$ cat src/hw/rtl/lz4bd_pkg.sv
// Shared types, status codes and helpers for the LZ4 block decompressor.
// No dependencies.
package lz4bd_pkg;

  localparam int LEN_W            = 29;
  localparam int WINDOW_DEPTH_DEF = 65536;
  localparam int QUEUE_DEPTH      = 2;
  localparam int NIBBLE_MAX       = 15;
  localparam int EXT_MORE         = 255;
  localparam int MIN_MATCH        = 4;
  localparam logic [LEN_W-1:0] LIMIT_RESET = LEN_W'(268435456);

  // Result status codes
  localparam logic [2:0] ST_RUN    = 3'd0;
  localparam logic [2:0] ST_DONE   = 3'd1;
  localparam logic [2:0] ST_TRUNC  = 3'd2;
  localparam logic [2:0] ST_BADOFF = 3'd3;
  localparam logic [2:0] ST_OVER   = 3'd4;
  localparam logic [2:0] ST_REJECT = 3'd5;

  typedef struct packed {
    logic       mode;
    logic [7:0] in_byte;
    logic       last_byte;
  } item_t;

  typedef struct packed {
    logic             out_valid;
    logic [7:0]       out_data;
    logic [2:0]       status;
    logic             copy_pending;
    logic [LEN_W-1:0] out_count;
  } result_t;

  // Classified item handed from front to back
  typedef struct packed {
    logic             emit;
    logic             copy;
    logic [7:0]       lit_byte;
    logic [2:0]       status;
    logic             copy_pending;
    logic [LEN_W-1:0] out_count;
  } cmd_t;

  // Length add that saturates at the largest length
  function automatic logic [LEN_W-1:0] sat_add(input logic [LEN_W-1:0] a,
                                               input logic [8:0] b);
    logic [LEN_W:0] s;
    s = {1'b0, a} + {{(LEN_W-8){1'b0}}, b};
    return s[LEN_W] ? {LEN_W{1'b1}} : s[LEN_W-1:0];
  endfunction

endpackage

$ cat src/hw/rtl/lz4bd_fifo.sv
// Small first-in first-out queue with registered occupancy.
// Depends on lz4bd_pkg for the default depth.
module lz4bd_fifo import lz4bd_pkg::*; #(
  parameter int DATA_W = 8,
  parameter int DEPTH  = QUEUE_DEPTH
) (
  input  logic              clk,
  input  logic              rst,
  input  logic              push,
  input  logic [DATA_W-1:0] wdata,
  output logic              full,
  input  logic              pop,
  output logic [DATA_W-1:0] rdata,
  output logic              empty
);

  localparam int IW = (DEPTH > 1) ? $clog2(DEPTH) : 1;
  localparam int CW = $clog2(DEPTH + 1);

  logic [DATA_W-1:0] slots [DEPTH];
  logic [IW-1:0]     wr_ptr;
  logic [IW-1:0]     rd_ptr;
  logic [CW-1:0]     count;
  logic              do_push;
  logic              do_pop;

  assign full    = (count == CW'(DEPTH));
  assign empty   = (count == '0);
  assign do_push = push && !full;
  assign do_pop  = pop && !empty;
  assign rdata   = slots[rd_ptr];

  // Store on transfer in
  always_ff @(posedge clk) begin
    if (do_push) begin
      slots[wr_ptr] <= wdata;
    end
  end

  // Advance pointers and occupancy
  always_ff @(posedge clk) begin
    if (rst) begin
      wr_ptr <= '0;
      rd_ptr <= '0;
      count  <= '0;
    end else begin
      if (do_push) begin
        wr_ptr <= (wr_ptr == IW'(DEPTH - 1)) ? '0 : wr_ptr + 1'b1;
      end
      if (do_pop) begin
        rd_ptr <= (rd_ptr == IW'(DEPTH - 1)) ? '0 : rd_ptr + 1'b1;
      end
      if (do_push && !do_pop) begin
        count <= count + 1'b1;
      end else if (do_pop && !do_push) begin
        count <= count - 1'b1;
      end
    end
  end

endmodule

$ cat config.mk
export PLATFORM = sky130hd
export DESIGN_NAME = lz4bd_fifo
export DESIGN_NICKNAME = d
export VERILOG_FILES = /design/src/hw/rtl/lz4bd_pkg.sv /design/src/hw/rtl/lz4bd_fifo.sv
export SDC_FILE = /design/constraint.sdc
export NUM_CORES = 1
export LEC_CHECK = 0
export BUFFER_PORTS_ARGS = -buffer_cell sky130_fd_sc_hd__clkbuf_2
export CORE_MARGIN = 3
export CORE_UTILIZATION = 44
export CTS_CLUSTER_SIZE = 10
export DETAILED_ROUTE_END_ITERATION = 10
export PLACE_DENSITY_LB_ADDON = 0.3
export SYNTH_ARGS = -nofsm -noshare
export SYNTH_HDL_FRONTEND = slang
export SYNTH_SLANG_ARGS = --single-unit
export TNS_END_PERCENT = 30
$ cat constraint.sdc
create_clock -name clk -period 1.4 [get_ports clk]
set_input_delay 0.14 -clock clk [delete_from_list [all_inputs] [get_ports clk]]
set_output_delay 0.14 -clock clk [all_outputs]
set_load 0.1 [all_outputs]
==> metrics.cfg, run 1 <==
[status]
outcome = finished, violations left
violations = setup timing

[synthesis]
synthesis.nets = 63
seq_area_frac_synth_pct = 73.19
ys_warn_count = 0
avgSynthCellArea_um2 = 15.87
yosysUniqueCellTypes = 13
synth.cell_area_um2 = 793.3
ys_seq_elements = 21
syn_inst = 50

[critical_path]
crit_buf_inv = 2
crit_cells = 4
crit_type = register to register
worstPathArrival_ns = 1.46
slowest_delay_ns = 0.37
cpLargestDelayFamily = simple AND/OR/NAND/NOR gates
worstSetupStartpointType = register
slowest_stage = dfxtp_4
end_kind = register
path_cells = nor2b_4 -> buf_4 -> or3_1 -> inv_4
r2r_cells = 4
critPathMaxFanout = 8
required_ns = 1.42

[finish]
fin_nets = 92
fin_util_pct = 74.10
layout_commonest_cell = edfxtp_1
synthToLayoutAreaGrowth_pct = 48.90
antenna_cells = 0
layout_common_cells = 16 x edfxtp_1, 11 x clkbuf_2, 9 x buf_12
layout-drive-gt1-share_pct = 58.97

[timing]
relSlewSlack_pct = 81.64
fin_crit_sh_pct = 102.7
final_max_slew_viol_count = 0
finalCriticalPeriod_ns = 1.437
finalSetupViolCount = 18
setup_slack_ns = -0.03736
finalClockSkew_ns = 0.009476
worst_slew_pin_slew_ns = 0.2777
finalHoldViolCount = 0
grt_setup_unrepaired = yes
clock.fmax_mhz = 695.7

[placement]
place.gp.congestion = 0.7550
dp_hpwl_um = 1017
io_buffer_count = 21

[worst_hold_path]
whs_path_depth = 1
hold_path_class = primary input to register

[route]
wl_um = 1440
drc = 0
vias = 486
wl_per_cell_um = 14.12
first_pass_iters = 3
drt_iter0_markers = 3
detail-route-antenna-nets = 0
vias_per_cell = 4.765

[floorplan]
initial_core_util_pct = 49.76
die_w_um = 48.46
coreArea_um2 = 1594
die_y_um = 48.46
io_pins = 22
dieArea_um2 = 2348
num_rows = 14

[run]
max_cap_violations = 0

[clocking]
cts_made_buffers = 3
clk_pin_slew_ns = 0.11
cts_max_path_buffers = 2
root_buffer = clkbuf_4
cts_tree = done
clock_sinks = 21
clock_latency_ns = 0.31
htreeDepth = 1

[global_routing]
grt_overflow = 0
grt_usage_pct = 14.13
grt_max_degree = 13
grt_pass1_wl_um = 2463
antenna_found_initial = 0
grt_pass1_vias = 540

## metal layers
layer / GRT usage [%] / wire length [µm] / up-vias
li1: - / - / 237
met1: 16.06 / 586 / 233
met2: 24.54 / 781 / 14
met5: 0 / 0 / -
met4: 7.109 / 20 / 0
met3: 3.681 / 52 / 2
## path summary, 6_finish.rpt
kind	endpoint	slack, ns	startpoint
max	slots[0][5]	-0.04	count[1]
min	slots[1][7]	0.01	wdata[7]
max reg2reg	slots[0][5]	-0.04	count[1]
min reg2reg	wr_ptr	0.51	wr_ptr
## worst register-to-register path, stage by stage (launching register included)
cell     delay [ns]
dfxtp_4        0.37
nor2b_4        0.14
buf_4          0.14
or3_1          0.37
inv_4          0.14
## logic make-up (layout without fill, tap and decap cells)
kind of cell | Yosys count | after routing | synth area share (%)
DFF | 21 | 21 | 73.19
and+or+nand+nor | 9 | 9 | 5.837
muxes | 8 | 8 | 11.36
AOI/OAI and AO/OA | 5 | 5 | 3.154
xor gates and xnor gates | 3 | 3 | 3.313
buffers and inverters | 3 | 31 | 1.577
adders and majority gates | 1 | 1 | 1.577
## synthesized netlist by cell type, drive strengths merged
master	number	share of area, %
xor2	3	3.3
ha	1	1.6
edfxtp	16	61
inv	2	0.95
nor2b	1	1.1
nor2	5	2.4
dfxtp	5	13
and2	1	0.79
buf	1	0.63
o21ai	3	1.9
a21oi	2	1.3
mux2	8	11
or3	2	1.6
## registers in the layout (all words and copies together) (netlist names), named ones only
name    cells
slots      16
count       2
rd_ptr      1
wr_ptr      1
## final cells by class
type                            count  area [µm²]
Tap cell                           24       30.03
Clock inverter                      1       5.005
Sequential cell                    21       589.3
Fill cell                         100       412.9
Timing Repair Buffer               25       272.8
Multi-Input combinational cell     26       251.5
Inverter                            2       10.01
Clock buffer                        3       22.52
## metrics by stage
step / TNS [ns] / setup slack (ns) / std cells / hold WS (ns) / area (µm²)
2_1_floorplan: -1.814 / -0.4424 / 50 / 0.2017 / 805.8
3_3_place_gp: -0.02655 / -0.02655 / 97 / 0.3304 / 1096
3_5_place_dp: -0.04655 / -0.04000 / 97 / 0.3373 / 1096
4_1_cts: -0.2812 / -0.04828 / 101 / 0.01140 / 1141
5_1_grt: -1.116 / -0.07588 / 102 / 0.003973 / 1181
6_report: -0.3444 / -0.03736 / 102 / 0.01331 / 1181
## what timing repair did
item | in CTS | in global routing
pin swaps | 2 | 1
resized for setup | 8 | 9
buffers inserted | 0 | 1
gates cloned | 0 | 0
endpoints found under the hold margin | 0 | 0
hold buffers | 0 | 0
endpoints found under the setup margin | 17 | 10
Power of run 1 is not shown: default switching activity piles up to over one toggle a cycle in this logic, so the estimate is an artifact.
==> inputs of run 2 (changes only) <==
--- a/config.mk
+++ b/config.mk
@@ -11,6 +11,7 @@
 export CTS_CLUSTER_SIZE = 10
 export DETAILED_ROUTE_END_ITERATION = 10
 export PLACE_DENSITY_LB_ADDON = 0.3
+export SETUP_SLACK_MARGIN = 0.3
 export SYNTH_ARGS = -nofsm -noshare
 export SYNTH_HDL_FRONTEND = slang
 export SYNTH_SLANG_ARGS = --single-unit
==> run 2 against run 1 <==
The run still ends with setup timing left. Worst setup slack better by 0.0042 ns. Utilization is 0.55 points higher. Count of clock-buffer cells in the layout did not move. Register-to-register slack improved by 0.02 ns. Sequential share of layout area down 0.16 points. Global-route usage is 0.80 points higher. Non-clock buffer count fell by 1. Routed wire length fell by 0.35%. Critical path depth is 2 lower. Via count increased by 0.82%. First-iteration DRC count increased to 3.3 times the previous value. Cell count is 0.98% lower.
==> metrics.cfg, run 2 (synthesis gave the netlist of run 1 again) <==
[timing]
finalHoldViolCount = 0  ; unchanged
hold_ws_ns = 0.01962  ; +0.006314 ns
grt_setup_unrepaired = yes
fin_crit_sh_pct = 102.4  ; -0.30 points
setup_slack_ns = -0.03319  ; +0.004167 ns
clock.fmax_mhz = 697.7  ; +0.29%
final_max_slew_viol_count = 0  ; unchanged
worst_slew_pin_slew_ns = 0.1961  ; -0.08161 ns
finalCriticalPeriod_ns = 1.433  ; -0.004167 ns
relSlewSlack_pct = 86.79  ; +5.2 points
finalSetupViolCount = 6  ; -12
finalClockSkew_ns = 0.006563  ; -0.002913 ns

[critical_path]
slowest_stage = dfxtp_4
crit_buf_inv = 1  ; -1
crit_type = register to primary output
slowest_delay_ns = 0.44  ; +0.07 ns
r2r-start = count[1]
r2r_end = count[1]
end_kind = primary output
required_ns = 1.26  ; -0.16 ns
rrSetupSlack_ns = -0.02  ; +0.02 ns
cpLargestDelayFamily = flip-flops
path_cells = mux2_2 -> buf_12
r2r_cells = 6  ; +2
worstSetupStartpointType = register
critPathMaxFanout = 8  ; unchanged
worstPathArrival_ns = 1.29  ; -0.17 ns

[placement]
io_buffer_count = 21  ; unchanged
dp_hpwl_um = 1017  ; unchanged
place.gp.congestion = 0.7550  ; unchanged

[finish]
layout-drive-gt1-share_pct = 62.34  ; +3.4 points
largestRegisters = slots: 16 flops, count: 2 flops
largest_register_ffs = 16  ; unchanged
multiInputGateArea_um2 = 261.5  ; +4.0%
layout_commonest_cell = edfxtp_1
regArea_um2 = 591.8  ; +0.42%
fin_nets = 91  ; -1.1%
antenna_cells = 0  ; unchanged
layout_common_cells = 16 x edfxtp_1, 11 x clkbuf_2, 9 x buf_12
fillers = 97  ; -3.0%
largest_register = slots
synthToLayoutAreaGrowth_pct = 50.00

[clocking]
cts_tree = done
root_buffer = clkbuf_4
htreeDepth = 1  ; unchanged
cts_made_buffers = 3  ; unchanged
clk_pin_slew_ns = 0.11  ; about the same
cts_max_path_buffers = 2  ; unchanged
clock_sinks = 21  ; unchanged
clock_latency_ns = 0.30  ; about the same

[worst_hold_path]
hold_path_class = primary input to register
holdPathEnd = slots[1][7]
whs_path_depth = 1  ; unchanged
min_from = wdata[7]

[status]
outcome = finished, violations left
violations = setup timing

[floorplan]
io_pins = 22  ; unchanged
die_y_um = 48.46  ; unchanged
die_w_um = 48.46  ; unchanged
num_rows = 14  ; unchanged
dieArea_um2 = 2348  ; unchanged
initial_core_util_pct = 49.76  ; unchanged
coreArea_um2 = 1594  ; unchanged

[global_routing]
grt_overflow = 0  ; unchanged
grt_max_degree = 13  ; unchanged
grt_pass1_vias = 540  ; unchanged
grt_pass1_wl_um = 2553  ; +3.7%
grt_usage_pct = 14.93  ; +0.80 points
antenna_found_initial = 0  ; unchanged

[route]
detail-route-antenna-nets = 0  ; unchanged
wl_per_cell_um = 14.21  ; +0.64%
wl_um = 1435  ; -0.35%
vias = 490  ; +0.82%
vias_per_cell = 4.851  ; +1.8%
wl_met1_um = 550  ; -6.1%
top_layer = met4
routed-wl-met2_um = 786  ; +0.64%
drt_iter0_markers = 10  ; +7
first_pass_iters = 3  ; unchanged
route.met3.wl_um = 64  ; +23%
drc = 0  ; unchanged

[run]
max_cap_violations = 0  ; unchanged

[run 2: changes by cell type in the layout (fill, tap and decap cells not counted), sizes merged]
cell | before | now
buf | 14 | 13
[run 2: worst max-delay path by stage]
stage | from | end | slack (ns) | cells past startpoint
floorplan | count[1] | count[1] | -0.44 | 5
global placement | count[0] | count[1] | -0.03 | 4
detailed placement | count[1] | count[1] | -0.04 | 6
CTS | register | rdata[4] | -0.05 | 2
global route | register | rdata[4] | -0.08 | 2
finish | register | rdata[4] | -0.03 | 2
[run 2: stage by stage]
step | setup WS [ns] | cells | instance area [µm²] | util [%] | TNS, ns
5_1_grt | -0.08382 | 101 | 1190 | 74.65 | -0.5825
2_1_floorplan | -0.4424 | 50 | 805.8 | - | -1.814
3_3_place_gp | -0.02655 | 97 | 1096 | 68.76 | -0.02655
4_1_cts | -0.04709 | 101 | 1162 | 72.92 | -0.2700
3_5_place_dp | -0.04000 | 97 | 1096 | 68.76 | -0.04655
6_report | -0.03319 | 101 | 1190 | 74.65 | -0.1837
[run 2: cell type report]
cell class	instances	share of cell area [%]
Clock buffer	3	1.893
Clock inverter	1	0.4206
Inverter	2	0.8412
Multi-Input combinational cell	26	21.98
Sequential cell	21	49.74
Tap cell	24	2.524
Timing Repair Buffer	24	22.61
[run 2: what timing repair did]
| action | in CTS | in global routing |
|---|---|---|
| hold buffers | 0 | 0 |
| setup endpoints to repair | 30 | 31 |
| resized for setup | 12 | 6 |
| setup buffers | 0 | 0 |
| pin swaps | 4 | 2 |
[run 2: per-layer routing]
layer / global-route usage [%] / vias up
li1: - / 232
met1: 16.46 / 237
met2: 26.15 / 17
met3: 3.681 / 4
met4: 8.531 / 0
met5: 0 / -
Power of run 2 is left out for the same reason.
==> inputs of run 3 (changes only) <==
--- a/config.mk
+++ b/config.mk
@@ -15,4 +15,3 @@
 export SYNTH_ARGS = -nofsm -noshare
 export SYNTH_HDL_FRONTEND = slang
 export SYNTH_SLANG_ARGS = --single-unit
-export TNS_END_PERCENT = 30
==> run 3 against run 2 <==
The flow still finishes with violations (setup timing). Register-to-register slack got worse by 0.02 ns. Hold slack better by 0.016 ns. Design area up 6.2%. Sequential cell count stayed put. Largest cell class unchanged.
==> metrics.cfg, run 3 (synthesis gave the netlist of run 1 again) <==
[critical_path]
critPathMaxFanout = 3  ; -5
required_ns = 1.62  ; +0.36 ns
crit_type = register to register
path_cells = nor2b_4 -> nor2_4 -> ha_4 -> xor2_1 -> or3_1 -> a21oi_2
worstPathArrival_ns = 1.66  ; +0.37 ns
worstSetupStartpointType = register
slowest_stage = dfxtp_2
slowest_delay_ns = 0.36  ; -0.08 ns
end_kind = register

[global_routing]
grt_pass1_vias = 568  ; +5.2%
grt_usage_pct = 14.37  ; -0.56 points
grt_overflow = 0  ; unchanged
antenna_found_initial = 0  ; unchanged
grt_max_degree = 13  ; unchanged
grt_pass1_wl_um = 2553  ; unchanged

[worst_hold_path]
hold_path_class = primary input to register

[placement]
dp_slack_ns = -0.1248  ; -0.08483 ns
place.gp.congestion = 0.6510  ; -14%
io_buffer_count = 21  ; unchanged
dp_hpwl_um = 1151  ; +13%
dp_cells = 98  ; +1.0%

[route]
drt_iter0_markers = 4  ; -6
vias = 503  ; +2.7%
detail-route-antenna-nets = 0  ; unchanged
drc = 0  ; unchanged
first_pass_iters = 3  ; unchanged
wl_um = 1575  ; +9.8%
wl_per_cell_um = 15.00  ; +5.6%
vias_per_cell = 4.790  ; -1.3%

[floorplan]
die_y_um = 48.46  ; unchanged
initial_core_util_pct = 49.76  ; unchanged
dieArea_um2 = 2348  ; unchanged
io_pins = 22  ; unchanged
coreArea_um2 = 1594  ; unchanged
num_rows = 14  ; unchanged
die_w_um = 48.46  ; unchanged

[finish]
layout-drive-gt1-share_pct = 65.43  ; +3.1 points
fin_nets = 95  ; +4.4%
synthToLayoutAreaGrowth_pct = 59.31
largest_register = slots
fin_cells = 105  ; +4.0%
fillers = 96  ; -1.0%
largestRegisters = slots: 16 flops, count: 2 flops
antenna_cells = 0  ; unchanged
layout_common_cells = 16 x edfxtp_1, 11 x clkbuf_2, 10 x buf_12
layout_commonest_cell = edfxtp_1
largest_register_ffs = 16  ; unchanged

[clocking]
cts_max_path_buffers = 2  ; unchanged
root_buffer = clkbuf_4
ctsHoldBuffers = 0  ; unchanged
cts_made_buffers = 3  ; unchanged
clock_sinks = 21  ; unchanged
clk_pin_slew_ns = 0.11  ; about the same
clock_latency_ns = 0.29  ; about the same
htreeDepth = 1  ; unchanged
cts_tree = done

[status]
outcome = finished, violations left
violations = setup timing

[timing]
grt_setup_unrepaired = yes
finalClockSkew_ns = 0.005569  ; -0.0009934 ns
hold_ws_ns = 0.03533  ; +0.01571 ns
finalSetupViolCount = 1  ; -5
final_max_slew_viol_count = 0  ; unchanged
fin_crit_sh_pct = 103.2  ; +0.80 points
finalHoldViolCount = 0  ; unchanged
clock.fmax_mhz = 692.3  ; -0.78%
relSlewSlack_pct = 77.35  ; -9.4 points
setup_slack_ns = -0.04439  ; -0.01120 ns
finalCriticalPeriod_ns = 1.444  ; +0.01120 ns
worst_slew_pin_slew_ns = 0.3362  ; +0.1400 ns

[run]
max_cap_violations = 0  ; unchanged

==> run 3: cell types whose count changed in the layout (fill, tap and decap cells not counted), sizes merged <==
cell	previous run	this run
buf	13	17
==> run 3: what timing repair did <==
action	CTS	global route
gates resized for setup	16	4
endpoints found under the setup margin	30	31
pin swaps	3	1
buffers inserted	1	2
==> run 3: cell type report <==
cell class	count	area [µm²]	share of cell area, %
Clock inverter	1	5.005	0.3960
Clock buffer	3	22.52	1.782
Sequential cell	21	586.8	46.44
Timing Repair Buffer	28	319.1	25.25
Tap cell	24	30.03	2.376
Multi-Input combinational cell	26	285.3	22.57
Inverter	2	15.01	1.188
==> run 3: routing by layer <==
metal  wire length (µm)  vias to the layer above  GRT usage [%]  share of wire, %
met2                902                       18          26.83                57
met4                 19                        0          7.109               1.2
li1                   -                      243              -                 -
met3                 99                        2          3.988               6.3
met5                  0                        -              0                 0
met1                554                      240          14.55                35
==> run 3: final timing paths <==
check | start | endpoint | slack (ns) | cells past startpoint
hold / removal | wdata[5] | slots[0][5] | 0.04 | 1
setup / recovery | count[1] | count[1] | -0.04 | 6
hold reg to reg | wr_ptr | wr_ptr | 0.54 | 2
setup reg to reg | count[1] | count[1] | -0.04 | 6
==> run 3: worst max-delay path: cells and delay by family (launching register included) <==
family / cells / cell delay (ns)
compound gates: 1 / 0.13
xor+xnor: 1 / 0.15
fa+ha+maj: 1 / 0.15
flops: 1 / 0.36
simple gates: 3 / 0.58
==> run 3: metrics by stage <==
stage	utilization (%)	area, µm²	setup TNS, ns
after floorplan	-	838.3	-1.446
after global placement	71.11	1134	0
after detailed placement	71.11	1134	-0.1248
after CTS	77.24	1231	-0.04339
after global routing	79.28	1264	-0.4926
final	79.28	1264	-0.04439
Power of run 3 is left out for the same reason.
