### src/hw/rtl/lz4bd_pkg.sv
// Shared types, status codes and helpers for the LZ4 block decompressor.
// No dependencies.
package lz4bd_pkg;

  localparam int LEN_W            = 29;
  localparam int WINDOW_DEPTH_DEF = 65536;
  localparam int QUEUE_DEPTH      = 2;
  localparam int NIBBLE_MAX       = 15;
  localparam int EXT_MORE         = 255;
  localparam int MIN_MATCH        = 4;
  localparam logic [LEN_W-1:0] LIMIT_RESET = LEN_W'(268435456);

  // Result status codes
  localparam logic [2:0] ST_RUN    = 3'd0;
  localparam logic [2:0] ST_DONE   = 3'd1;
  localparam logic [2:0] ST_TRUNC  = 3'd2;
  localparam logic [2:0] ST_BADOFF = 3'd3;
  localparam logic [2:0] ST_OVER   = 3'd4;
  localparam logic [2:0] ST_REJECT = 3'd5;

  typedef struct packed {
    logic       mode;
    logic [7:0] in_byte;
    logic       last_byte;
  } item_t;

  typedef struct packed {
    logic             out_valid;
    logic [7:0]       out_data;
    logic [2:0]       status;
    logic             copy_pending;
    logic [LEN_W-1:0] out_count;
  } result_t;

  // Classified item handed from front to back
  typedef struct packed {
    logic             emit;
    logic             copy;
    logic [7:0]       lit_byte;
    logic [2:0]       status;
    logic             copy_pending;
    logic [LEN_W-1:0] out_count;
  } cmd_t;

  // Length add that saturates at the largest length
  function automatic logic [LEN_W-1:0] sat_add(input logic [LEN_W-1:0] a,
                                               input logic [8:0] b);
    logic [LEN_W:0] s;
    s = {1'b0, a} + {{(LEN_W-8){1'b0}}, b};
    return s[LEN_W] ? {LEN_W{1'b1}} : s[LEN_W-1:0];
  endfunction

endpackage

### src/hw/rtl/lz4bd_front.sv
// Front end: parses the compressed stream, tracks lengths, limits and errors,
// and hands one classified command per item to the back end.
// Depends on lz4bd_pkg.
module lz4bd_front import lz4bd_pkg::*; #(
  parameter int WINDOW_DEPTH = WINDOW_DEPTH_DEF,
  parameter int AW           = $clog2(WINDOW_DEPTH)
) (
  input  logic                         clk,
  input  logic                         rst,
  input  logic                         cfg_write,
  input  logic [LEN_W-1:0]             cfg_data,
  input  logic                         push,
  input  item_t                        item,
  input  logic                         q_full,
  output logic                         q_push,
  output logic [$bits(cmd_t)+2*AW-1:0] q_data
);

  typedef enum logic [2:0] {
    PH_TOKEN, PH_LITEXT, PH_LITERALS, PH_OFF_LO,
    PH_OFF_HI, PH_MATCHEXT, PH_COPY, PH_COPY_LAST
  } phase_t;

  phase_t                  phase, phase_next;
  logic [LEN_W-1:0]        literal_left, literal_left_next;
  logic [LEN_W-1:0]        match_left, match_left_next;
  logic [3:0]              match_nibble, match_nibble_next;
  logic [15:0]             match_distance, match_distance_next;
  logic [LEN_W-1:0]        produced, produced_next;
  logic [2:0]              final_status, final_status_next;
  logic [AW-1:0]           wptr, wptr_next;
  logic signed [LEN_W:0]   room, room_next;

  logic                    accept;
  logic                    last;
  logic [7:0]              b;
  logic                    copying;
  logic                    reject;
  logic                    emit;
  logic                    copy;
  logic [LEN_W-1:0]        lit_len;
  logic                    lit_over;
  logic [8:0]              mt_add;
  logic [LEN_W-1:0]        mt_len;
  logic                    mt_over;
  logic [15:0]             dist_full;
  logic                    bad_off;
  logic [AW:0]             rd_diff;
  logic [AW-1:0]           rd_ptr;
  cmd_t                    cmd;

  assign accept  = push && !q_full;
  assign q_push  = accept;
  assign b       = item.in_byte;
  assign last    = item.last_byte;
  assign copying = (phase == PH_COPY) || (phase == PH_COPY_LAST);
  assign reject  = (final_status != ST_RUN) || (item.mode != copying);

  // Length candidates and limit checks against remaining room
  assign lit_len   = (phase == PH_TOKEN) ? {{(LEN_W-4){1'b0}}, b[7:4]}
                                         : sat_add(literal_left, {1'b0, b});
  assign lit_over  = $signed({1'b0, lit_len}) > room;
  assign mt_add    = (b == 8'(EXT_MORE)) ? 9'(EXT_MORE) : {1'b0, b} + 9'(MIN_MATCH);
  assign mt_len    = (phase == PH_OFF_HI)
                     ? {{(LEN_W-4){1'b0}}, match_nibble} + LEN_W'(MIN_MATCH)
                     : sat_add(match_left, mt_add);
  assign mt_over   = $signed({1'b0, mt_len}) > room;
  assign dist_full = {b, match_distance[7:0]};
  assign bad_off   = (dist_full == 16'd0)
                     || ({{(LEN_W-16){1'b0}}, dist_full} > produced);

  // History read position, wrapped into the window
  assign rd_diff = {1'b0, wptr} - {{(AW-15){1'b0}}, match_distance};
  assign rd_ptr  = rd_diff[AW] ? AW'(rd_diff + (AW+1)'(WINDOW_DEPTH)) : rd_diff[AW-1:0];

  // Step the parser for one item
  always_comb begin
    phase_next          = phase;
    literal_left_next   = literal_left;
    match_left_next     = match_left;
    match_nibble_next   = match_nibble;
    match_distance_next = match_distance;
    final_status_next   = final_status;
    emit                = 1'b0;
    copy                = 1'b0;
    if (!reject) begin
      case (phase)
        PH_TOKEN, PH_LITEXT: begin
          literal_left_next = lit_len;
          if (phase == PH_TOKEN) begin
            match_nibble_next = b[3:0];
          end
          if ((phase == PH_TOKEN && b[7:4] == 4'(NIBBLE_MAX))
              || (phase == PH_LITEXT && b == 8'(EXT_MORE))) begin
            if (last) final_status_next = ST_TRUNC;
            else      phase_next        = PH_LITEXT;
          end else if (lit_len == '0) begin
            if (last) final_status_next = ST_DONE;
            else      phase_next        = PH_OFF_LO;
          end else if (lit_over) begin
            final_status_next = ST_OVER;
          end else if (last) begin
            final_status_next = ST_TRUNC;
          end else begin
            phase_next = PH_LITERALS;
          end
        end
        PH_LITERALS: begin
          emit              = 1'b1;
          literal_left_next = literal_left - 1'b1;
          if (literal_left_next == '0) begin
            if (last) final_status_next = ST_DONE;
            else      phase_next        = PH_OFF_LO;
          end else if (last) begin
            final_status_next = ST_TRUNC;
          end
        end
        PH_OFF_LO: begin
          match_distance_next = {8'd0, b};
          if (last) final_status_next = ST_TRUNC;
          else      phase_next        = PH_OFF_HI;
        end
        PH_OFF_HI: begin
          match_distance_next = dist_full;
          if (bad_off) begin
            final_status_next = ST_BADOFF;
          end else if (match_nibble == 4'(NIBBLE_MAX)) begin
            match_left_next = LEN_W'(NIBBLE_MAX);
            if (last) final_status_next = ST_TRUNC;
            else      phase_next        = PH_MATCHEXT;
          end else begin
            match_left_next = mt_len;
            if (mt_over) final_status_next = ST_OVER;
            else         phase_next        = last ? PH_COPY_LAST : PH_COPY;
          end
        end
        PH_MATCHEXT: begin
          match_left_next = mt_len;
          if (b == 8'(EXT_MORE)) begin
            if (last) final_status_next = ST_TRUNC;
          end else if (mt_over) begin
            final_status_next = ST_OVER;
          end else begin
            phase_next = last ? PH_COPY_LAST : PH_COPY;
          end
        end
        default: begin
          // copy tick in either copy phase
          emit            = 1'b1;
          copy            = 1'b1;
          match_left_next = match_left - 1'b1;
          if (match_left_next == '0) begin
            if (phase == PH_COPY_LAST) final_status_next = ST_DONE;
            else                       phase_next        = PH_TOKEN;
          end
        end
      endcase
    end
    produced_next = emit ? produced + 1'b1 : produced;
    room_next     = emit ? room - 1'b1 : room;
    wptr_next     = wptr;
    if (emit) begin
      wptr_next = (wptr == AW'(WINDOW_DEPTH - 1)) ? '0 : wptr + 1'b1;
    end
  end

  // Build the command for the back end
  always_comb begin
    cmd.emit         = emit;
    cmd.copy         = copy;
    cmd.lit_byte     = b;
    cmd.status       = reject ? ST_REJECT : final_status_next;
    cmd.copy_pending = (final_status_next == ST_RUN)
                       && (phase_next == PH_COPY || phase_next == PH_COPY_LAST);
    cmd.out_count    = produced_next;
  end

  assign q_data = {cmd, rd_ptr, wptr};

  // Hold parser state; advance on transfer, reload room on a limit write
  always_ff @(posedge clk) begin
    if (rst) begin
      phase          <= PH_TOKEN;
      literal_left   <= '0;
      match_left     <= '0;
      match_nibble   <= '0;
      match_distance <= '0;
      produced       <= '0;
      final_status   <= ST_RUN;
      wptr           <= '0;
      room           <= $signed({1'b0, LIMIT_RESET});
    end else begin
      if (cfg_write) begin
        room <= $signed({1'b0, cfg_data} - {1'b0, produced});
      end else if (accept) begin
        room <= room_next;
      end
      if (accept) begin
        phase          <= phase_next;
        literal_left   <= literal_left_next;
        match_left     <= match_left_next;
        match_nibble   <= match_nibble_next;
        match_distance <= match_distance_next;
        produced       <= produced_next;
        final_status   <= final_status_next;
        wptr           <= wptr_next;
      end
    end
  end

endmodule

### config.mk
export PLATFORM = sky130hd
export DESIGN_NAME = lz4bd_front
export DESIGN_NICKNAME = d
export VERILOG_FILES = /design/src/hw/rtl/lz4bd_pkg.sv /design/src/hw/rtl/lz4bd_front.sv
export SDC_FILE = /design/constraint.sdc
export NUM_CORES = 1
export LEC_CHECK = 0
export BUFFER_PORTS_ARGS = -buffer_cell sky130_fd_sc_hd__clkbuf_2
export CAP_MARGIN = 20
export CELL_PAD_IN_SITES_DETAIL_PLACEMENT = 0
export CELL_PAD_IN_SITES_GLOBAL_PLACEMENT = 2
export CORE_MARGIN = 5
export CORE_UTILIZATION = 36
export DETAILED_ROUTE_END_ITERATION = 10
export PLACE_DENSITY = 0.9
export SYNTH_ARGS = -nofsm -noshare
export SYNTH_HDL_FRONTEND = slang
export SYNTH_SLANG_ARGS = --single-unit
### constraint.sdc
create_clock -name clk -period 12.9 [get_ports clk]
set_input_delay 2.58 -clock clk [delete_from_list [all_inputs] [get_ports clk]]
set_output_delay 2.58 -clock clk [all_outputs]
set_load 0.01 [all_outputs]
==> results of run 1 <==
==> cell families after synthesis <==
family,after synthesis,synth area share
AOI/OAI and AO/OA,640,0.241
xor gates and xnor gates,186,0.0969
adders and majority gates,149,0.113
buffers and inverters,295,0.0758
DFF,159,0.189
muxes,8,0.00491
and+or+nand+nor,951,0.280
==> final timing paths <==
kind / start / end / slack (ps)
setup reg to reg: literal_left[0]$_SDFFE_PP0P_ / phase[0]$_SDFFE_PP0P_ / 6520
hold / removal: match_distance[10]$_SDFFE_PP0P_ / match_distance[10]$_SDFFE_PP0P_ / 450
setup / recovery: item[4] / q_data[61] / 680
hold reg to reg: match_distance[10]$_SDFFE_PP0P_ / match_distance[10]$_SDFFE_PP0P_ / 450
==> metrics by stage <==
step	hold slack (ps)	power (W)	setup slack, ps
after detailed placement	449	0.000804	769
after floorplan	432	0.000714	1500
after global placement	444	0.000801	904
after CTS	456	0.00139	742
after global routing	476	0.00144	196
final	454	0.00138	680
==> report_power, final <==
part	switching, W	internal [W]	total, W
Clock	0.000252	0.000332	0.000585
Sequential	0.0000127	0.000501	0.000514
Combinational	0.000185	0.0000982	0.000284
Total	0.000450	0.000932	0.00138
==> flip-flops by register name, indices dropped and copies added (netlist names) <==
name            count
produced           29
phase               3
literal_left       29
final_status        3
room               30
match_nibble        4
match_left         29
wptr               16
match_distance     16
==> metal layers <==
metal  wire length (um)  vias to the layer above
li1                   -                     8604
met1              28600                     8577
met2              28700                      585
met3               3770                       94
met4               1410                        2
met5                 13                        -
==> cell usage after synthesis, drive strengths merged, types with 18 or more instances <==
| cell | n |
|---|---|
| a21o | 28 |
| nor2 | 294 |
| a31oi | 26 |
| nand2 | 200 |
| o21ai | 146 |
| clkbuf | 123 |
| nor3 | 89 |
| nand4 | 57 |
| a21oi | 212 |
| or3 | 23 |
| ha | 145 |
| nor4 | 45 |
| nand3 | 97 |
| a211oi | 42 |
| o21a | 19 |
| buf | 27 |
| inv | 142 |
| dfxtp | 159 |
| xnor2 | 155 |
| xor2 | 31 |
| and2 | 18 |
| and3 | 25 |
==> tightest hold or removal path, delay by kind of cell, from the launching register on <==
family / cells / cell delay, ps
DFF: 1 / 310
and+or+nand+nor: 1 / 50
AOI/OAI and AO/OA: 1 / 50
==> layout make-up <==
class                           instances  area (um2)
Clock buffer                           18         439
Clock inverter                         13         200
Fill cell                            4944       28100
Inverter                              144         541
Multi-Input combinational cell       1934       12400
Sequential cell                       159        3180
Tap cell                              607         759
Timing Repair Buffer                  145         793
==> layout by cell type (no fill, tap or decap), types with 31 or more instances in the layout <==
cell        n
nor3_1     87
nand4_1    57
nor2_1    291
o21ai_0   142
inv_1     142
nor4_1     41
nand2_1   199
clkbuf_2  118
ha_1      145
a211oi_1   41
a21oi_1   211
nand3_1    96
xnor2_1   155
xor2_1     31
dfxtp_1   159
==> results.md, run 1 <==
* Status: finished, final reports clean
* Pin count of the biggest net entering global routing at 79
* Final setup fails at 0
* Largest cells by area after synthesis: dfxtp_1 (19%), ha_1 (11%), xnor2_1 (8.1%)
* Mapped Nets at 2581
* Avg WL per Cell at 20.7 um
* Initial antenna violation count at 1
* WL final at 62500 um
* Netlist Area Pre-Place at 16800 um2
* Mean Syn Cell Area at 7.04 um2
* Setup TNS at 0 ps
* Grt met1 use at 0.329
* Final Cell Area at 18300 um2
* Non-filler cells, final at 3020
* Die Wd at 226 um
* Stages on worst setup path at 28
* Max IR drop VDD at 0.100 mV
* GRT Total Usage at 0.242
* Power per Cell Area at 75.6 nW/um2
* TritonCTS clock tree: built
* Worst-margin pin slew at 1070 ps
* First-pass DRT Iterations at 5
* Hold Path Class: reg -> reg
* Synth top area share at 0.189
* Core area at 46400 um2
* Skew-Pair Late Insertion Delay at 510 ps
* Sequential area share after synthesis at 0.189
* Slowest CP cell: or4b_2
* Clock tree root buffer cell: clkbuf_16
* Remaining DRCs at 0
* #FFs+latches synth at 159
* Vias in the first global route at 17154
* Startpoint types: primary input
* CTS Hold Bufs at 0
* Buf/Inv on CP at 3
* Fin util at 0.394
* FF-to-FF path depth at 22
* FP Rows at 79
* Cells after synthesis at 2388
* Worst-path clk slew at 70 ps
* Nets at 2594
* Slew Viols, Final at 0
* Final Hold Fails at 0
* Area Overhead vs Synth at 8.80%
* Total congestion overflow at 0
* CP max stage delay at 610 ps
* First-pass GRT wire length at 98000 um
* Post-CTS Resized at 0
* Synth async-reset ratio at 0
* Port bufs at 119
* DPL Wire Length at 47700 um
* Top_reg_cell synth: dfxtp_1
* TritonCTS Sinks at 159
* Layout cells sized above 1 at 0.0957
* CP top delay family: simple AND/OR/NAND/NOR gates
* Routed vias/inst at 5.91
* Final worst-path cycle share at 0.947
* Met2 GRT Util at 0.391
* Full die area at 51100 um2
* Most area-hungry cell type in the Yosys netlist: dfxtp_1
* Worst Setup End Kind: primary output
* RSZ-0062 raised after global routing: no
* Post-synth EDFFs at 0
* Crit path kind: in -> out
* H-tree levels at 4
* Number of distinct library cells after synthesis at 96
* Placed Instance Area at 17600 um2
* Global routing's busiest layer: met2
* Placed cells at 2989
* DRT iter0 DRCs at 1676
* Worst Path Max Fanout at 18
* Post-layout minimum cycle time at 12220 ps
* Headroom to the max-slew limit at 0.283
* Met3 usage at 0.0477
* Vias post-DR at 17862
* Fmax at 0.0818 GHz
* RePlAce Congestion at 0.963
* Die height at 226 um
* IO Pins at 120
* Setup skew after layout at 19.4 ps
* Detail Route Antenna Nets at 0
* WHS Path Cells at 2
* Arrival time worst endpoint at 9640 ps
* CTS buffer count at 17
* Yosys warns at 0
* Leak Pwr at 6.94 nW
* Starting Density at 0.363
* CTS Buffer Depth at 2
* Crit path required time at 10320 ps
* Diode count at 0
* Total setup buffers inserted after CTS at 0
* Max_cap viols at 0
No activity file was read; power rests on OpenSTA's default activity.
==> inputs of run 2 (changes only) <==
Settings changed: CELL_PAD_IN_SITES_DETAIL_PLACEMENT 0 to default, CELL_PAD_IN_SITES_GLOBAL_PLACEMENT 2 to default, CORE_UTILIZATION 36 to 54, PLACE_DENSITY 0.9 to 0.8.
==> run 2 against run 1 <==
  * Non-clock buffer count grew 3
  * Register-to-register slack gained 40 ps
  * Cell area shrank 1.5%
  * Sequential power is essentially flat
  * Via count grew 3.5%
  * Sequential cell count is the same
  * Total power shrank 2.5%
  * Critical endpoint unchanged
  * Routed wire length shrank 4.9%
  * Global-route usage grew 8.6 points
  * Highest routed layer is now met4
  * Critical path depth shrank 1
  * Largest cell class unchanged
  * Fmax grew 1.8%
==> results.md, run 2 (synthesized netlist as in run 1, its figures left out) <==
* Diode count at 0 (unchanged)
* Die Wd at 186 um (was 226 um)
* Die height at 186 um (was 226 um)
* Placed cells at 2780 (was 2989)
* Final setup fails at 0 (unchanged)
* CP max stage delay at 610 ps (about the same)
* Worst Setup End Kind: primary output (unchanged)
* Leak Pwr at 6.95 nW (was 6.94 nW)
* Port bufs at 119 (unchanged)
* Max IR drop VDD at 0.108 mV (was 0.100 mV)
* Hold Path Class: reg -> reg (unchanged)
* Slew Viols, Final at 0 (unchanged)
* H-tree levels at 4 (unchanged)
* First-pass GRT wire length at 94400 um (was 98000 um)
* Fin util at 0.588 (was 0.394)
* Hold_ws at 459 ps (was 454 ps)
* Core area at 30700 um2 (was 46400 um2)
* Power per Cell Area at 74.8 nW/um2 (was 75.6 nW/um2)
* Clock tree root buffer cell: clkbuf_16 (unchanged)
* Full die area at 34800 um2 (was 51100 um2)
* Max reg flops at 30 (unchanged)
* DRT iter0 DRCs at 2229 (was 1676)
* RSZ-0062 raised after global routing: no (unchanged)
* CTS buffer count at 17 (unchanged)
* Starting Density at 0.548 (was 0.363)
* Pin count of the biggest net entering global routing at 68 (was 79)
* Most used cell, CP: a21oi_1
* DPL Wire Length at 44900 um (was 47700 um)
* Total congestion overflow at 0 (unchanged)
* Worst-margin pin slew at 1060 ps (was 1070 ps)
* Max_cap viols at 0 (unchanged)
* Layout cells sized above 1 at 0.0964 (was 0.0957)
* TritonCTS Sinks at 159 (unchanged)
* Arrival time worst endpoint at 9430 ps (was 9640 ps)
* Total setup buffers inserted after CTS at 0 (unchanged)
* RePlAce Congestion at 1.08 (was 0.963)
* Setup TNS at 0 ps (unchanged)
* Vias post-DR at 18488 (was 17862)
* Most frequent cells in the layout: nor2_1 (291), a21oi_1 (211), nand2_1 (199), dfxtp_1 (159), xnor2_1 (155) (unchanged)
* R2R Setup Slk at 6560 ps (was 6520 ps)
* CTS Buffer Depth at 2 (unchanged)
* Non-filler cells, final at 2813 (was 3020)
* Top reg by flops: room (unchanged)
* Skew-Pair Late Insertion Delay at 470 ps (was 510 ps)
* First-pass DRT Iterations at 6 (was 5)
* Remaining DRCs at 0 (unchanged)
* GRT Total Usage at 0.328 (was 0.242)
* Worst Path Max Fanout at 16 (was 18)
* Startpoint types: primary input (unchanged)
* Setup skew after layout at 14.7 ps (was 19.4 ps)
* TritonCTS clock tree: built (unchanged)
* Crit path required time at 10320 ps (about the same)
* Worst-path clk slew at 60 ps (was 70 ps)
* Initial antenna violation count at 0 (was 1)
* Routed vias/inst at 6.57 (was 5.91)
* Commonest non-fill, non-tap cell in the layout: nor2_1 (unchanged)
* Avg WL per Cell at 21.1 um (was 20.7 um)
* CP top delay family: simple AND/OR/NAND/NOR gates (unchanged)
* Headroom to the max-slew limit at 0.288 (was 0.283)
* Status: finished, final reports clean (unchanged)
* WL final at 59400 um (was 62500 um)
* Fmax at 0.0833 GHz (was 0.0818 GHz)
* Vias in the first global route at 17445 (was 17154)
* FP Rows at 64 (was 79)
* Post-layout minimum cycle time at 12010 ps (was 12220 ps)
* CTS Hold Bufs at 0 (unchanged)
* Final Hold Fails at 0 (unchanged)
* Crit path kind: in -> out (unchanged)
* Slowest CP cell: or4b_2 (unchanged)
* Detail Route Antenna Nets at 0 (unchanged)
* Nets at 2597 (was 2594)
* Area Overhead vs Synth at 7.22% (was 8.80%)
* Buf/Inv on CP at 4 (was 3)
* Final worst-path cycle share at 0.931 (was 0.947)
* IO Pins at 120 (unchanged)
* Post-CTS Resized at 0 (unchanged)
run 2: final cells by class:
cell class	instances	area, um2
Sequential cell	159	3180
Tap cell	396	495
Inverter	144	541
Timing Repair Buffer	148	816
Clock inverter	11	155
Multi-Input combinational cell	1934	12400
Fill cell	2865	12600
Clock buffer	21	460
run 2: worst paths after layout:
check,start,endpoint,cells after the start
setup / recovery,item[6],q_data[61],27
hold / removal,match_distance[11]$_SDFFE_PP0P_,match_distance[11]$_SDFFE_PP0P_,2
setup reg to reg,literal_left[0]$_SDFFE_PP0P_,phase[0]$_SDFFE_PP0P_,22
hold reg to reg,match_distance[11]$_SDFFE_PP0P_,match_distance[11]$_SDFFE_PP0P_,2
run 2: worst reg2reg max path, stage by stage (launching register included):
cell,delay (ps)
dfxtp_1,580
ha_1,290
inv_1,70
fa_1,390
nand2b_1,170
a21oi_1,360
o211ai_1,310
nand2_1,350
nand2_1,160
nor2_1,180
xnor2_1,160
a21oi_1,100
ha_1,340
nand4_1,120
or4_1,540
or4_1,540
nor3_1,160
a2bb2oi_1,570
nor2_1,70
o21ai_0,220
nand4_1,120
a211oi_1,280
nor3_1,110
run 2: where the power goes:
part,switching [W],leakage (nW),internal [W]
registers,0.0000133,1.29,0.000501
clock network,0.000233,0.298,0.000317
logic,0.000185,5.36,0.0000989
total,0.000431,6.95,0.000917
run 2: through the flow:
stage               power, W  setup WS [ps]  instance area, um2
floorplan           0.000714           1500               16800
global placement    0.000794           1170               17400
detailed placement  0.000799           1010               17400
CTS                  0.00134            993               18000
global route         0.00140            380               18000
finish               0.00135            890               18000
run 2: layer usage:
metal,global-route usage,share of wire
met1,0.435,0.42
met2,0.513,0.44
met3,0.0717,0.097
met4,0.146,0.042
met5,0,0
